**src/hw/rtl/persistent_request_table_core_defines.svh**
```systemverilog
// Assertion macros shared by the persistent request table RTL.
`ifndef PERSISTENT_REQUEST_TABLE_CORE_DEFINES_SVH
`define PERSISTENT_REQUEST_TABLE_CORE_DEFINES_SVH

// Same-cycle implication, checked on the rising clock edge outside reset.
`define PRT_ASSERT_SAME(label, ante, cons, msg) \
    label: assert property (@(posedge i_clk) disable iff (!i_rst_n) (ante) |-> (cons)) \
        else $error(msg);

// Next-cycle implication, checked on the rising clock edge outside reset.
`define PRT_ASSERT_NEXT(label, ante, cons, msg) \
    label: assert property (@(posedge i_clk) disable iff (!i_rst_n) (ante) |=> (cons)) \
        else $error(msg);

`endif

```
**src/hw/rtl/prt_pkg.sv**
```systemverilog
// Package with the command codes, status codes and control types of the table.
package prt_pkg;

    localparam int LINE_W      = 48;
    localparam int MACH_IDX_W  = 4;
    localparam int COUNT_OUT_W = 5;

    typedef enum logic [1:0] {
        CMD_LOCK   = 2'd0,
        CMD_UNLOCK = 2'd1,
        CMD_MARK   = 2'd2,
        CMD_QUERY  = 2'd3
    } t_cmd;

    typedef enum logic [1:0] {
        ST_OK   = 2'd0,
        ST_FULL = 2'd1,
        ST_VIOL = 2'd2
    } t_status;

    // Step commands from the controller to the datapath.
    typedef struct packed {
        logic ld_item;
        logic do_match;
        logic do_read;
        logic do_exec;
        logic do_view;
    } t_dp_cmd;

    // Status from the datapath back to the controller.
    typedef struct packed {
        logic out_full;
    } t_dp_stat;

endpackage

```
**src/hw/rtl/prt_ifs.sv**
```systemverilog
// Request and response channel interfaces of the persistent request table.
interface prt_req_if;
    import prt_pkg::*;

    logic                  valid;
    logic                  ready;
    logic [1:0]            cmd;
    logic [LINE_W-1:0]     line_addr;
    logic [MACH_IDX_W-1:0] machine;
    logic                  is_write;

    modport source (output valid, output cmd, output line_addr, output machine,
                    output is_write, input ready);
    modport sink   (input valid, input cmd, input line_addr, input machine,
                    input is_write, output ready);
endinterface

interface prt_rsp_if;
    import prt_pkg::*;

    logic                   valid;
    logic                   ready;
    logic [1:0]             status;
    logic                   locked;
    logic                   ok_to_issue;
    logic [MACH_IDX_W-1:0]  smallest_machine;
    logic                   smallest_writes;
    logic [COUNT_OUT_W-1:0] starving_count;
    logic [COUNT_OUT_W-1:0] read_starving_count;

    modport source (output valid, output status, output locked, output ok_to_issue,
                    output smallest_machine, output smallest_writes,
                    output starving_count, output read_starving_count, input ready);
    modport sink   (input valid, input status, input locked, input ok_to_issue,
                    input smallest_machine, input smallest_writes,
                    input starving_count, input read_starving_count, output ready);
endinterface

```
**src/hw/rtl/prt_ctrl.sv**
```systemverilog
// Sequencing state machine of the persistent request table.
module prt_ctrl (
    input  logic               i_clk,
    input  logic               i_rst_n,
    input  logic               i_in_valid,
    output logic               o_in_ready,
    input  logic               i_out_ready,
    input  prt_pkg::t_dp_stat  i_stat,
    output prt_pkg::t_dp_cmd   o_cmd
);
    import prt_pkg::*;

    typedef enum logic [2:0] {
        S_IDLE,
        S_MATCH,
        S_READ,
        S_EXEC,
        S_VIEW
    } t_state;

    t_state   r_state;
    t_state   n_state;
    logic     r_in_ready;
    logic     n_in_ready;
    t_dp_cmd  cmd;

    always_comb begin
        n_state    = r_state;
        n_in_ready = r_in_ready;
        cmd        = '0;
        case (r_state)
            S_IDLE: begin
                n_in_ready = 1'b1;
                if (i_in_valid && r_in_ready) begin
                    cmd.ld_item = 1'b1;
                    n_state     = S_MATCH;
                    n_in_ready  = 1'b0;
                end
            end
            S_MATCH: begin
                cmd.do_match = 1'b1;
                n_state      = S_READ;
            end
            S_READ: begin
                cmd.do_read = 1'b1;
                n_state     = S_EXEC;
            end
            S_EXEC: begin
                cmd.do_exec = 1'b1;
                n_state     = S_VIEW;
            end
            S_VIEW: begin
                // The response register must be free or emptying this cycle.
                if (!i_stat.out_full || i_out_ready) begin
                    cmd.do_view = 1'b1;
                    n_state     = S_IDLE;
                    n_in_ready  = 1'b1;
                end
            end
            default: begin
                n_state    = S_IDLE;
                n_in_ready = 1'b0;
            end
        endcase
    end

    always_ff @(posedge i_clk) begin
        if (!i_rst_n) begin
            r_state    <= S_IDLE;
            r_in_ready <= 1'b0;
        end else begin
            r_state    <= n_state;
            r_in_ready <= n_in_ready;
        end
    end

    assign o_in_ready = r_in_ready;
    assign o_cmd      = cmd;

endmodule

```
**src/hw/rtl/prt_datapath.sv**
```systemverilog
// Datapath of the persistent request table: tag match, set memory, update and view.
module prt_datapath #(
    parameter int TABLE_ENTRIES = 16,
    parameter int MACHINE_COUNT = 16
) (
    input  logic                            i_clk,
    input  logic                            i_rst_n,
    input  prt_pkg::t_dp_cmd                i_cmd,
    output prt_pkg::t_dp_stat               o_stat,
    input  logic [1:0]                      i_in_cmd,
    input  logic [prt_pkg::LINE_W-1:0]      i_in_line,
    input  logic [prt_pkg::MACH_IDX_W-1:0]  i_in_machine,
    input  logic                            i_in_is_write,
    input  logic                            i_out_ready,
    output logic                            o_out_valid,
    output logic [1:0]                      o_status,
    output logic                            o_locked,
    output logic                            o_ok_to_issue,
    output logic [prt_pkg::MACH_IDX_W-1:0]  o_smallest_machine,
    output logic                            o_smallest_writes,
    output logic [prt_pkg::COUNT_OUT_W-1:0] o_starving_count,
    output logic [prt_pkg::COUNT_OUT_W-1:0] o_read_starving_count
);
    import prt_pkg::*;

    localparam int IDX_W = (TABLE_ENTRIES > 1) ? $clog2(TABLE_ENTRIES) : 1;
    localparam int LOW_W = $clog2(MACHINE_COUNT);
    localparam int CNT_W = $clog2(MACHINE_COUNT + 1);

    typedef struct packed {
        logic [MACHINE_COUNT-1:0] starv;
        logic [MACHINE_COUNT-1:0] marked;
        logic [MACHINE_COUNT-1:0] wr;
    } t_sets;

    // Item registers.
    logic [1:0]            r_cmd;
    logic [LINE_W-1:0]     r_line;
    logic [MACH_IDX_W-1:0] r_machine;
    logic                  r_is_write;

    // Tag store: one comparator per entry.
    logic [TABLE_ENTRIES-1:0] r_valid;
    logic [LINE_W-1:0]        r_entry_line [TABLE_ENTRIES];

    // Set memory, one word of three bitsets per entry.
    t_sets r_sets_mem [TABLE_ENTRIES];
    t_sets r_rd;

    // Match stage results.
    logic             r_hit;
    logic [IDX_W-1:0] r_hit_idx;
    logic             r_free_ok;
    logic [IDX_W-1:0] r_free_idx;
    logic             hit;
    logic [IDX_W-1:0] hit_idx;
    logic             free_ok;
    logic [IDX_W-1:0] free_idx;

    // Execute stage results.
    logic             mach_ok;
    logic [MACHINE_COUNT-1:0] mbit;
    t_status          status;
    logic             mem_we;
    logic [IDX_W-1:0] mem_idx;
    t_sets            mem_wdata;
    logic             alloc;
    logic             free_entry;
    logic             view_valid;
    t_sets            view;
    t_status          r_status;
    logic             r_view_valid;
    t_sets            r_view;

    // View stage.
    logic             r_out_valid;
    logic [1:0]       r_out_status;
    logic             r_out_locked;
    logic             r_out_ok;
    logic [MACH_IDX_W-1:0]  r_out_small;
    logic                   r_out_small_wr;
    logic [COUNT_OUT_W-1:0] r_out_cnt;
    logic [COUNT_OUT_W-1:0] r_out_rd_cnt;
    logic [LOW_W-1:0] low;
    logic [CNT_W-1:0] cnt;
    logic [CNT_W-1:0] rd_cnt;
    logic             ok_issue;

    always_ff @(posedge i_clk) begin
        if (i_cmd.ld_item) begin
            r_cmd      <= i_in_cmd;
            r_line     <= i_in_line;
            r_machine  <= i_in_machine;
            r_is_write <= i_in_is_write;
        end
    end

    // At most one entry holds a given line, so the hit index is an OR.
    always_comb begin
        hit      = 1'b0;
        hit_idx  = '0;
        free_ok  = 1'b0;
        free_idx = '0;
        for (int i = 0; i < TABLE_ENTRIES; i++) begin
            if (r_valid[i] && (r_entry_line[i] == r_line)) begin
                hit     = 1'b1;
                hit_idx = hit_idx | IDX_W'(i);
            end
        end
        for (int i = TABLE_ENTRIES - 1; i >= 0; i--) begin
            if (!r_valid[i]) begin
                free_ok  = 1'b1;
                free_idx = IDX_W'(i);
            end
        end
    end

    always_ff @(posedge i_clk) begin
        if (i_cmd.do_match) begin
            r_hit      <= hit;
            r_hit_idx  <= hit_idx;
            r_free_ok  <= free_ok;
            r_free_idx <= free_idx;
        end
        if (i_cmd.do_read) begin
            r_rd <= r_sets_mem[r_hit_idx];
        end
    end

    assign mach_ok = 32'(r_machine) < MACHINE_COUNT;
    assign mbit    = mach_ok ? (MACHINE_COUNT'(1) << r_machine) : '0;

    always_comb begin
        status     = ST_OK;
        mem_we     = 1'b0;
        mem_idx    = r_hit_idx;
        mem_wdata  = r_rd;
        alloc      = 1'b0;
        free_entry = 1'b0;
        view_valid = r_hit;
        view       = r_rd;
        case (t_cmd'(r_cmd))
            CMD_LOCK: begin
                if (!mach_ok) begin
                    status = ST_VIOL;
                end else if (!r_hit) begin
                    if (!r_free_ok) begin
                        status = ST_FULL;
                    end else begin
                        alloc            = 1'b1;
                        mem_we           = 1'b1;
                        mem_idx          = r_free_idx;
                        mem_wdata.starv  = mbit;
                        mem_wdata.marked = '0;
                        mem_wdata.wr     = r_is_write ? mbit : '0;
                        view_valid       = 1'b1;
                        view             = mem_wdata;
                    end
                end else if ((r_rd.starv & mbit) != '0) begin
                    status = ST_VIOL;
                end else begin
                    mem_we          = 1'b1;
                    mem_wdata.starv = r_rd.starv | mbit;
                    mem_wdata.wr    = r_is_write ? (r_rd.wr | mbit) : r_rd.wr;
                    view            = mem_wdata;
                end
            end
            CMD_UNLOCK: begin
                if (!mach_ok || !r_hit || ((r_rd.starv & mbit) == '0)) begin
                    status = ST_VIOL;
                end else begin
                    mem_wdata.starv  = r_rd.starv & ~mbit;
                    mem_wdata.marked = r_rd.marked & ~mbit;
                    mem_wdata.wr     = r_rd.wr & ~mbit;
                    if (mem_wdata.starv == '0) begin
                        free_entry = 1'b1;
                        view_valid = 1'b0;
                    end else begin
                        mem_we = 1'b1;
                    end
                    view = mem_wdata;
                end
            end
            CMD_MARK: begin
                if (r_hit) begin
                    if (r_rd.marked != '0) begin
                        status = ST_VIOL;
                    end else begin
                        mem_we           = 1'b1;
                        mem_wdata.marked = r_rd.starv;
                        view             = mem_wdata;
                    end
                end
            end
            default: begin
            end
        endcase
    end

    always_ff @(posedge i_clk) begin
        if (i_cmd.do_exec && mem_we) begin
            r_sets_mem[mem_idx] <= mem_wdata;
        end
        if (i_cmd.do_exec && alloc) begin
            r_entry_line[r_free_idx] <= r_line;
        end
        if (i_cmd.do_exec) begin
            r_status     <= status;
            r_view_valid <= view_valid;
            r_view       <= view;
        end
    end

    always_ff @(posedge i_clk) begin
        if (!i_rst_n) begin
            r_valid <= '0;
        end else if (i_cmd.do_exec) begin
            if (alloc) begin
                r_valid[r_free_idx] <= 1'b1;
            end
            if (free_entry) begin
                r_valid[r_hit_idx] <= 1'b0;
            end
        end
    end

    // Query view of the line after the update.
    always_comb begin
        low    = '0;
        cnt    = '0;
        rd_cnt = '0;
        for (int i = MACHINE_COUNT - 1; i >= 0; i--) begin
            if (r_view.starv[i]) begin
                low = LOW_W'(i);
            end
        end
        for (int i = 0; i < MACHINE_COUNT; i++) begin
            cnt    = cnt + CNT_W'(r_view.starv[i]);
            rd_cnt = rd_cnt + CNT_W'(r_view.starv[i] & ~r_view.wr[i]);
        end
        ok_issue = ((r_view.starv & mbit) == '0) && (r_view.marked == '0);
    end

    always_ff @(posedge i_clk) begin
        if (i_cmd.do_view) begin
            r_out_status <= r_status;
            if (r_view_valid) begin
                r_out_locked   <= 1'b1;
                r_out_ok       <= ok_issue;
                r_out_small    <= MACH_IDX_W'(low);
                r_out_small_wr <= (r_view.starv != '0) && r_view.wr[low];
                r_out_cnt      <= COUNT_OUT_W'(cnt);
                r_out_rd_cnt   <= COUNT_OUT_W'(rd_cnt);
            end else begin
                r_out_locked   <= 1'b0;
                r_out_ok       <= 1'b1;
                r_out_small    <= '0;
                r_out_small_wr <= 1'b0;
                r_out_cnt      <= '0;
                r_out_rd_cnt   <= '0;
            end
        end
    end

    always_ff @(posedge i_clk) begin
        if (!i_rst_n) begin
            r_out_valid <= 1'b0;
        end else if (i_cmd.do_view) begin
            r_out_valid <= 1'b1;
        end else if (i_out_ready) begin
            r_out_valid <= 1'b0;
        end
    end

    assign o_stat.out_full       = r_out_valid;
    assign o_out_valid           = r_out_valid;
    assign o_status              = r_out_status;
    assign o_locked              = r_out_locked;
    assign o_ok_to_issue         = r_out_ok;
    assign o_smallest_machine    = r_out_small;
    assign o_smallest_writes     = r_out_small_wr;
    assign o_starving_count      = r_out_cnt;
    assign o_read_starving_count = r_out_rd_cnt;

endmodule

```
**src/hw/rtl/persistent_request_table_core.sv**
```systemverilog
// Each request passes through the match, read, execute and view phases before its response is valid.
// A new request is taken only after the previous one has left the view phase.
// The view phase holds while the output register keeps an unaccepted response, which adds a
// stall; a new request is still taken while the previous response waits there.
// Reset is synchronous and active low; it clears all entry valid bits and both handshakes.
// The set memory needs no clearing pass: its contents are only used for a valid entry.
// Top level of the persistent request table.
module persistent_request_table_core #(
    parameter int TABLE_ENTRIES = 16,
    parameter int MACHINE_COUNT = 16
) (
    input  logic            i_clk,
    input  logic            i_rst_n,
    prt_req_if.sink         i_req,
    prt_rsp_if.source       o_rsp
);
    import prt_pkg::*;

`include "persistent_request_table_core_defines.svh"

    // The controller steps each request through four datapath phases. In the
    // match phase every valid entry compares its stored line against the request,
    // and the lowest free entry is located for a possible allocation. The read
    // phase fetches the three bitsets of the hit entry from the set memory. The
    // execute phase applies lock, unlock or mark, writes the set memory and the
    // valid bits, and keeps the updated sets as the view of the line. The view
    // phase reduces that view to the response fields and loads the output
    // register once it is free, so a waiting response never blocks the next
    // request transfer.

    t_dp_cmd  dp_cmd;
    t_dp_stat dp_stat;
    logic     req_xfer;
    logic     rsp_full;
    logic     rsp_unlocked;

    prt_ctrl u_ctrl (
        .i_clk       (i_clk),
        .i_rst_n     (i_rst_n),
        .i_in_valid  (i_req.valid),
        .o_in_ready  (i_req.ready),
        .i_out_ready (o_rsp.ready),
        .i_stat      (dp_stat),
        .o_cmd       (dp_cmd)
    );

    prt_datapath #(
        .TABLE_ENTRIES (TABLE_ENTRIES),
        .MACHINE_COUNT (MACHINE_COUNT)
    ) u_datapath (
        .i_clk                 (i_clk),
        .i_rst_n               (i_rst_n),
        .i_cmd                 (dp_cmd),
        .o_stat                (dp_stat),
        .i_in_cmd              (i_req.cmd),
        .i_in_line             (i_req.line_addr),
        .i_in_machine          (i_req.machine),
        .i_in_is_write         (i_req.is_write),
        .i_out_ready           (o_rsp.ready),
        .o_out_valid           (o_rsp.valid),
        .o_status              (o_rsp.status),
        .o_locked              (o_rsp.locked),
        .o_ok_to_issue         (o_rsp.ok_to_issue),
        .o_smallest_machine    (o_rsp.smallest_machine),
        .o_smallest_writes     (o_rsp.smallest_writes),
        .o_starving_count      (o_rsp.starving_count),
        .o_read_starving_count (o_rsp.read_starving_count)
    );

    assign req_xfer     = i_req.valid && i_req.ready;
    assign rsp_full     = o_rsp.valid && (o_rsp.status == ST_FULL);
    assign rsp_unlocked = !o_rsp.locked && o_rsp.ok_to_issue;

    // A request transfer starts a sequence, so no second transfer follows at once.
    `PRT_ASSERT_NEXT(a_accept_busy, req_xfer, !i_req.ready, "request taken while busy")
    // Loading the view always presents a response in the next cycle.
    `PRT_ASSERT_NEXT(a_view_loads, dp_cmd.do_view, o_rsp.valid, "view load lost")
    // A lock refused for a full table reports the line as unlocked and free to issue.
    `PRT_ASSERT_SAME(a_full_unlocked, rsp_full, rsp_unlocked, "full status on a locked line")

endmodule

```
**src/flat_wrapper.sv**
```systemverilog
// flat-port wrapper written by rule: the top's interface ports become plain ports
module persistent_request_table_core_flat import prt_pkg::*;
#(
    parameter int TABLE_ENTRIES = 16,
    parameter int MACHINE_COUNT = 16
)
  (i_clk, i_rst_n, i_req_valid, i_req_cmd, i_req_line_addr, i_req_machine, i_req_is_write, i_req_ready, o_rsp_valid, o_rsp_status, o_rsp_locked, o_rsp_ok_to_issue, o_rsp_smallest_machine, o_rsp_smallest_writes, o_rsp_starving_count, o_rsp_read_starving_count, o_rsp_ready);
  prt_req_if i_req_i ();
  prt_rsp_if o_rsp_i ();
  input  logic i_clk;
  input  logic i_rst_n;
  input wire logic [$bits(i_req_i.valid)-1:0] i_req_valid;
  input wire logic [$bits(i_req_i.cmd)-1:0] i_req_cmd;
  input wire logic [$bits(i_req_i.line_addr)-1:0] i_req_line_addr;
  input wire logic [$bits(i_req_i.machine)-1:0] i_req_machine;
  input wire logic [$bits(i_req_i.is_write)-1:0] i_req_is_write;
  output wire logic [$bits(i_req_i.ready)-1:0] i_req_ready;
  output wire logic [$bits(o_rsp_i.valid)-1:0] o_rsp_valid;
  output wire logic [$bits(o_rsp_i.status)-1:0] o_rsp_status;
  output wire logic [$bits(o_rsp_i.locked)-1:0] o_rsp_locked;
  output wire logic [$bits(o_rsp_i.ok_to_issue)-1:0] o_rsp_ok_to_issue;
  output wire logic [$bits(o_rsp_i.smallest_machine)-1:0] o_rsp_smallest_machine;
  output wire logic [$bits(o_rsp_i.smallest_writes)-1:0] o_rsp_smallest_writes;
  output wire logic [$bits(o_rsp_i.starving_count)-1:0] o_rsp_starving_count;
  output wire logic [$bits(o_rsp_i.read_starving_count)-1:0] o_rsp_read_starving_count;
  input wire logic [$bits(o_rsp_i.ready)-1:0] o_rsp_ready;
  assign i_req_i.valid = i_req_valid;
  assign i_req_i.cmd = i_req_cmd;
  assign i_req_i.line_addr = i_req_line_addr;
  assign i_req_i.machine = i_req_machine;
  assign i_req_i.is_write = i_req_is_write;
  assign i_req_ready = i_req_i.ready;
  assign o_rsp_valid = o_rsp_i.valid;
  assign o_rsp_status = o_rsp_i.status;
  assign o_rsp_locked = o_rsp_i.locked;
  assign o_rsp_ok_to_issue = o_rsp_i.ok_to_issue;
  assign o_rsp_smallest_machine = o_rsp_i.smallest_machine;
  assign o_rsp_smallest_writes = o_rsp_i.smallest_writes;
  assign o_rsp_starving_count = o_rsp_i.starving_count;
  assign o_rsp_read_starving_count = o_rsp_i.read_starving_count;
  assign o_rsp_i.ready = o_rsp_ready;
  persistent_request_table_core #(.TABLE_ENTRIES(TABLE_ENTRIES), .MACHINE_COUNT(MACHINE_COUNT)) u_core (.i_clk(i_clk), .i_rst_n(i_rst_n), .i_req(i_req_i), .o_rsp(o_rsp_i));
endmodule
```
**config.mk**
```make
export PLATFORM = sky130hd
export DESIGN_NAME = persistent_request_table_core_flat
export DESIGN_NICKNAME = d
export VERILOG_FILES = /design/src/hw/rtl/prt_pkg.sv /design/src/hw/rtl/prt_ifs.sv /design/src/hw/rtl/prt_ctrl.sv /design/src/hw/rtl/prt_datapath.sv /design/src/hw/rtl/persistent_request_table_core.sv /design/src/flat_wrapper.sv
export VERILOG_INCLUDE_DIRS = /design/src /design/src/hw/rtl
export SDC_FILE = /design/constraint.sdc
export NUM_CORES = 2
export LEC_CHECK = 0
export BUFFER_PORTS_ARGS = -buffer_cell sky130_fd_sc_hd__buf_4
export CELL_PAD_IN_SITES_DETAIL_PLACEMENT = 1
export CELL_PAD_IN_SITES_GLOBAL_PLACEMENT = 2
export CORE_ASPECT_RATIO = 1.75
export CORE_MARGIN = 3
export CORE_UTILIZATION = 50
export CTS_BUF_LIST = sky130_fd_sc_hd__clkbuf_16
export DETAILED_ROUTE_END_ITERATION = 8
export GPL_TIMING_DRIVEN = 0
export MAX_ROUTING_LAYER = met4
export PLACE_DENSITY = 0.9
export SLEW_MARGIN = 30
export SYNTH_ARGS = -nofsm -noshare
export SYNTH_HDL_FRONTEND = slang
export SYNTH_SLANG_ARGS = --single-unit
```
**constraint.sdc**
```tcl
create_clock -name i_clk -period 15.8 [get_ports i_clk]
set_input_delay 1.58 -clock i_clk [delete_from_list [all_inputs] [get_ports i_clk]]
set_output_delay 1.58 -clock i_clk [all_outputs]
set_load 0.02 [all_outputs]
```
==> reports/results.ini <==
[floorplanning]
die_w_um=292
die_area_um2=147000
rows=182
die_h_um=506
ioPinCount=80
core_um2=141000
start_util_pct=50.5

[yosys]
yosys.cell_types.count=76
yosysSeqAreaShare_pct=72.9
yosysTopAreaCellShare_pct=72.3
synthTopCellsByArea=edfxtp_1, mux4_2, xnor2_1, xor2_1, nor4_1
synth_ff_type=edfxtp_1
synth.cell_area_um2=71400
synth_nets=4144
avgSynthCellArea_um2=17.6
synth_edf_count=1719
yosysWarnings=0
synth_top_cell_by_area=edfxtp_1
syn-instance-count=4054
ys_ff_latch=1740
async_flop_share_pct=0

[worst_hold_path]
hold_class=reg2reg
hold_depth=0

[clock_tree]
hold_buffers=0
clock_sinks=1740
ctsResizeCount=0
cts_setup_buffers=0
clock_path_buffers=3
clk_latency_ns=0.85
cts_buffers=155
htreeDepth=4
clk_transition_reported_paths_ns=0.06
cts-root-buf=clkbuf_16
cts_tree=done

[routing]
wl_um=268000
drc_errors=0
drt_iter0_markers=4922
ant_nets=0
via_per_inst=6.55
first_pass_iters=5
vias=43500
wl_per_cell_um=40.3

[setup_path]
crit_required_ns=16.34
critPathBufInv=8
cp_top_family=buffers and inverters
crit_cells=15
cp-end-kind=flop
critPathKind=reg2reg
critPathMaxStageDelay_ns=0.58
crit_fanout=10
cp.arrival_ns=5.78
rr_worst_depth=15
start_kind=flop
cpMostUsedCell=buf_2
cpMaxStageDelayCell=nor4_2
crit_chain=clkbuf_2 > nand2b_1 > nor2_1 > a32oi_1 > nand4_1 > o31ai_1 > a31oi_2 > buf_2 > nor4_2 > buf_2 > buf_2 > buf_2 > buf_2 > buf_4 > buf_2

[power_and_ir_drop]
swShare_pct=24.1
pwr-share-seq_pct=53.5
p_per_area_nw_per_um2=116
p_sw_mw=2.33
combPwrFrac_pct=7.5
peakVddDrop_v=0.000115
power.share.clock_pct=39.0
p_leak_nw=27.7
intPower_mw=7.35

[global_route]
overflow=0
grt_pass1_wl_um=367000
grt_pass1_vias=46100
grt_usage_pct=37.6
antenna_found_initial=16
grt_max_degree=31

[timing]
setup_violations=0
slew_viol_final=0
fin_crit_ns=5.24
period_share_pct=33.1
skew_ns=0.0510
fmax_ghz=0.191
rsz0062_at_grt=false
finalSetupTns_ns=0
relSlewSlack_pct=24.8
hold_viol_final=0
worst_pin_slew_ns=1.13

[placement]
post-dp-hpwl_um=196000
gp_congestion=1.03
dp.cells=6346
port_buffers=79

[final_layout]
layout-drive-gt1-share_pct=23.2
stdcell_count=6648
fin_nets=4757
fill_cells=12600
area_growth_syn_to_layout_pct=16.9

[flow_run]
cap_violations=0

[run_status]
status=finished, final reports clean

-- logic make-up after synthesis --
group                    synth area share, %
multiplexers                            7.86
adder cells (fa/ha/maj)                0.754
AO/OA/AOI/OAI                           3.65
buffers and inverters                   1.68
AND/OR/NAND/NOR                         4.81
flip-flops                              72.9
XOR/XNOR                                8.32
-- stage by stage --
step / hold slack [ns] / util [%] / setup slack [ns] / instance area (µm²) / power (mW)
3_5_place_dp: 0.497 / 55.5 / 10.60 / 78300 / 5.98
2_1_floorplan: 0.400 / - / 8.48 / 71400 / 5.60
6_report: 0.535 / 59.1 / 10.56 / 83400 / 9.68
5_1_grt: 0.546 / 59.1 / 10.31 / 83400 / 9.88
4_1_cts: 0.537 / 59.0 / 10.52 / 83300 / 9.68
3_3_place_gp: 0.483 / 52.6 / 0.582 / 74300 / 5.90
-- registers in the layout, summed over array words and instances, names as in the netlist, 3 cells and up --
name                                     count
u_core.u_datapath.r_free_idx                 4
u_core.u_datapath.r_valid                   16
u_core.u_datapath.r_machine                  4
u_core.u_datapath.r_entry_line             768
u_core.u_datapath.r_view                    48
u_core.u_datapath.o_read_starving_count      5
u_core.u_datapath.r_hit_idx                  4
u_core.u_datapath.r_sets_mem               768
u_core.u_datapath.r_rd                      48
u_core.u_ctrl.r_state                        3
u_core.u_datapath.o_smallest_machine         4
u_core.u_datapath.o_starving_count           5
u_core.u_datapath.r_line                    48
-- area by class of cell --
class | instances | area, µm² | area share, %
Antenna cell | 14 | 35.0 | 0.0420
Buffer | 208 | 916 | 1.10
Clock buffer | 157 | 3930 | 4.71
Clock inverter | 127 | 1030 | 1.23
Inverter | 108 | 408 | 0.489
Multi-Input combinational cell | 1998 | 18600 | 22.3
Sequential cell | 1740 | 52000 | 62.4
Tap cell | 1840 | 2300 | 2.76
Timing Repair Buffer | 456 | 4200 | 5.04
-- power groups by stage --
stage / clock (mW) / combinational (mW) / sequential, mW
2_1_floorplan: 0 / 0.336 / 5.26
5_1_grt: 3.96 / 0.742 / 5.18
4_1_cts: 3.80 / 0.701 / 5.18
3_3_place_gp: 0 / 0.559 / 5.34
6_report: 3.77 / 0.724 / 5.18
3_5_place_dp: 0 / 0.695 / 5.28
-- path summary, 6_finish.rpt --
path | start | endpoint | slack, ns
min | u_core.u_datapath.r_line[23] | u_core.u_datapath.r_entry_line[2][23] | 0.54
max | u_core.u_datapath.r_machine[0] | u_core.u_datapath.r_sets_mem[12][24] | 10.56
min reg2reg | u_core.u_datapath.r_line[23] | u_core.u_datapath.r_entry_line[2][23] | 0.54
max reg2reg | u_core.u_datapath.r_machine[0] | u_core.u_datapath.r_sets_mem[12][24] | 10.56
-- synth_stat cells, types with 14 or more instances --
cell type and instances:
inv_1 106, o21ai_0 102, nor2_1 161, clkbuf_1 151, nor3_1 39, nor2b_1 29, a22o_1 21, nor4_1 125
buf_1 46, nand2b_1 31, a22oi_1 15, o22ai_1 36, mux4_2 243, nand2_1 74, a21oi_1 79, dfxtp_1 21
nand4_1 105, xor2_1 332, xnor2_1 346, edfxtp_1 1719, fa_1 20, o221ai_1 24, o22a_1 14, nand3_1 28
-- placed cells by master, fill, tap and decap left out, drive strengths merged, types with 36 or more instances in the layout --
cell,instances
mux4,243
a21oi,80
nand4,105
nor3,39
o22ai,36
o21ai,102
nand2,74
edfxtp,1719
nor4,126
inv,143
xor2,332
clkinv,76
xnor2,346
clkbuf,312
nor2,161
buf,509
-- routing by layer --
layer | vias up | global-route usage [%] | share of wire (%)
li1 | 17100 | - | -
met1 | 22500 | 37.0 | 30
met2 | 2751 | 62.2 | 50
met3 | 1174 | 7.79 | 7.6
met4 | 0 | 34.6 | 12
met5 | - | - | 0
-- worst reg2reg max path: stages, from the launching register on --
cell,delay [ns]
edfxtp_1,0.51
clkbuf_2,0.27
nand2b_1,0.33
nor2_1,0.25
a32oi_1,0.28
nand4_1,0.39
o31ai_1,0.43
a31oi_2,0.20
buf_2,0.34
nor4_2,0.58
buf_2,0.32
buf_2,0.22
buf_2,0.22
buf_2,0.24
buf_4,0.20
buf_2,0.17
Note: power is estimated with default switching activity, not from simulation.
